<file path="src/rtl/psp_ram.sv">
// Generic single-port-write, single-port-read RAM with a registered read.
// No dependencies.
`timescale 1ns / 1ps

module psp_ram #(
  parameter int WIDTH = 16,
  parameter int DEPTH = 256
) (
  input  logic                     clk,
  input  logic                     we,
  input  logic [$clog2(DEPTH)-1:0] waddr,
  input  logic [WIDTH-1:0]         wdata,
  input  logic [$clog2(DEPTH)-1:0] raddr,
  output logic [WIDTH-1:0]         rdata
);

  logic [WIDTH-1:0] mem [DEPTH];

  // Write port and registered read port.
  always_ff @(posedge clk) begin
    if (we) begin
      mem[waddr] <= wdata;
    end
    rdata <= mem[raddr];
  end

endmodule

</file>
<file path="config.mk">
export PLATFORM = sky130hd
export DESIGN_NAME = psp_ram
export DESIGN_NICKNAME = d
export VERILOG_FILES = /design/src/rtl/psp_ram.sv
export SDC_FILE = /design/constraint.sdc
export NUM_CORES = 2
export LEC_CHECK = 0
export ABC_AREA = 1
export BUFFER_PORTS_ARGS = -buffer_cell sky130_fd_sc_hd__clkbuf_2
export CAP_MARGIN = 25
export CORE_ASPECT_RATIO = 0.9
export CORE_UTILIZATION = 45
export DETAILED_ROUTE_END_ITERATION = 8
export PLACE_DENSITY = 0.56
export SLEW_MARGIN = 20
export SYNTH_ARGS = -nofsm -noshare
export SYNTH_HDL_FRONTEND = slang
export SYNTH_SLANG_ARGS = --single-unit
export TNS_END_PERCENT = 100
</file>
<file path="constraint.sdc">
create_clock -name clk -period 2.4 [get_ports clk]
set_input_delay 0.12 -clock clk [delete_from_list [all_inputs] [get_ports clk]]
set_output_delay 0.12 -clock clk [all_outputs]
set_load 0.05 [all_outputs]
</file>
==> summary.md <==
| Metric | Value |
|---|---|
| Status | finished, final reports clean |
| CTS Root Cell | clkbuf_16 |
| Slew HR | 25.38% |
| Critical path capture point type | flop |
| Setup_tns | 0 ps |
| Syn Area/Cell | 12.17 um2 |
| Unrepaired setup endpoints after global routing | no |
| Setup Viol. Count Final | 0 |
| XOR/XNOR Fraction of Synth Area | 0% |
| Post-Place Cell Area | between 150000 and 200000 um2 |
| DRT Wirelength | approximately 520000 um |
| Top cell type's share of synthesized area | ~74% |
| I/O Pins | 50 |
| Clk_skew | approximately 64 ps |
| Area Growth Syn to Fin | 16.51% |
| CP Launch Type | flop |
| Gpl congestion | slightly above 0.9 |
| # Post-CTS Setup Buffers | 0 |
| Worst VDD drop | 0.7369 mV |
| Largest cells by area after synthesis | edfxtp_1, nand3_1, nand2_1, buf_2, buf_4 |
| Drt wl/cell | roughly 27 um |
| Gr usage total | ~28% |
| Post-DP HPWL | between 300000 and 400000 um |
| Crit path max-delay family | simple AND/OR/NAND/NOR gates |
| Vias | between 100k and 150k |
| Hold WC Path Type | primary input to flop |
| HP Start | waddr[7] |
| # nets final | approximately 14000 |
| Die Area | around 370000 um2 |
| Cell area after layout | slightly below 200000 um2 |
| Total CTS buffers | between 400 and 500 |
| PD cells | ~800 nW/um2 |
| Crit-path cells | nand2_1 -> nand3_1 -> nand3_1 -> nand3_1 -> nand3_1 -> nand3_1 -> nand3_1 -> buf_4 -> nand2_1 -> nand2_1 -> nand2_1 |
| Slew @ Worst Pin | about 1100 ps |
| DR iter-0 viols | around 14000 |
| Most frequent cells in the layout | nand2_1, edfxtp_1, nand3_1 |
| Crit Path Class | flop to flop |
| Crit Path Max Fanout | 1 |
| Hold Fails Final Rpt | 0 |
| Placement row count | approximately 210 |
| FF+latch count, synth | 4112 |
| Initial antenna violation count | 21 |
| CTS sink cnt | approximately 4100 |
| Number of I/O port buffers | about 50 |
| Worst skew pair latency | just under 1000 ps |
| DRT Pass-1 Iters | 9 |
| H-tree depth | 5 |
| Ys Warns | 0 |
| Core area | ~370000 um2 |
| Tot Pwr | 154.9 mW |
| Worst path required time | roughly 3300 ps |
| Origin of the critical flop-to-flop path | mem[121][15]$_DFFE_PP_ |
| CP startpoint | mem[121][15]$_DFFE_PP_ |
| Critical Path Max Stage Delay | approximately 360 ps |
| Hold WS | 73.22 ps |
| Chip height | 577.7 um |
| Critical path's most frequent cell | nand3_1 |
| Number of global-route vias before repair | roughly 110k |
| Simple-Gate Fraction of Synth Area | between 20% and 30% |
| DRT antenna net count | 0 |
| Share of layout cells above drive strength 1 | about 13% |
| Commonest non-fill, non-tap cell in the layout | nand2_1 |
| Fmax | roughly 0.43 GHz |
| Slew Limit Fails | 0 |
| Max Cap Viol | 0 |
| Initial Utilization | between 40% and 50% |
| Tcrit/Tclk final | around 97% |
| Synth Instances | 13620 |
| Post-synth net total | between 10000 and 15000 |
| Crit path DAT | 3180 ps |
| Crit path max-delay cell type | edfxtp_1 |
| Remaining Overflow, GRT | 0 |
| Sequential fraction of the synthesis area | around three quarters |
| Largest family of logic cells by synthesized area | simple AND/OR/NAND/NOR gates |
| Fin crit period | about 2300 ps |
| Residual DRC count | 0 |
| CTS tree | done |
| Pin count of the biggest net entering global routing | just under 100 |
| Synth Area in Adders | 0% |
| Leakage | a little under 70 nW |
| Vias per inst | ~5.7 |
| Area leader, netlist | edfxtp_1 |
| Die W | around 640 um |
| Clock slew at reported path FFs | around 60 ps |
| Proportion of synthesized area in mux cells | 0% |
| First-pass GRT wire length | 750000 um |
| Cell Area, Synth | about 170000 um2 |
| Clock tree buffer depth | 4 |
| CP Buf/Inv Count | 1 |
| Post-synth cell types | 15 |
| Compound-Gate Fraction of Synth Area | 0% |
[stage by stage]
stage          setup slack (ps)  util [%]  instances
3_3_place_gp             -570.8     48.91      18800
6_report                  77.22     52.65      19600
2_1_floorplan             439.6         -      13620
3_5_place_dp             -539.3     48.92      18810
4_1_cts                   27.18     52.64      19590
5_1_grt                   47.92     52.65      19590
[power breakdown]
group | leakage [nW] | total, mW | internal (mW) | switching [mW]
registers | 36.9 | 79.2 | 79.1 | 0.0957
logic | 25.2 | 11.1 | 3.19 | 7.91
clock network | 6.51 | 64.5 | 36.9 | 27.6
total | 68.7 | 155 | 119 | 35.6
[Yosys cell counts]
cell type,n
buf_1,70
buf_12,1
buf_2,495
buf_4,163
buf_6,53
buf_8,1
clkbuf_1,154
dfxtp_1,16
edfxtp_1,4096
inv_1,35
inv_2,2
inv_4,2
nand2_1,4211
nand3_1,4035
nor2_1,283
[what timing repair did]
item / CTS / global route
gates resized for setup: 0 / 1
hold buffers: 24 / 0
endpoints found under the hold margin: 3932 / 0
setup endpoints to repair: 0 / 1
[cells by family after synthesis]
| group | Yosys count |
|---|---|
| DFF | 4112 |
| buffers and inverters | 976 |
| and+or+nand+nor | 8529 |
[layer usage]
layer | GRT usage [%] | share of wire (%) | vias up
li1 | - | - | 50160
met1 | 40.25 | 42 | 56190
met2 | 42.45 | 45 | 5429
met3 | 4.305 | 9.3 | 852
met4 | 10.02 | 3.9 | 4
met5 | 0 | 0.0052 | -
[final cells by class]
class | count | area (um2)
fillers | 30710 | 173600
inverters | 39 | 198.9
clock buffers | 522 | 11000
multi-input cells | 8529 | 37210
repair buffers | 1251 | 12790
flip-flops and latches | 4112 | 123300
well taps | 4899 | 6130
clock inverters | 236 | 2392
diodes | 13 | 32.53
[registers in the layout, indices dropped and copies added (netlist names)]
| name | flops |
|---|---|
| mem | 4096 |
| rdata | 16 |
[tightest hold or removal path: stages]
cell and delay [ps]:
clkbuf_2 120, nor2_1 100, nand2_1 310, nor2_2 170
[final timing paths]
kind | end | slack, ps | depth (start not counted)
min reg2reg | rdata[12]$_DFF_P_ | 980 | 10
max reg2reg | rdata[15]$_DFF_P_ | 80 | 11
min | mem[77][10]$_DFFE_PP_ | 70 | 4
max | rdata[15]$_DFF_P_ | 80 | 11
Note: power is estimated with default switching activity, not from simulation.
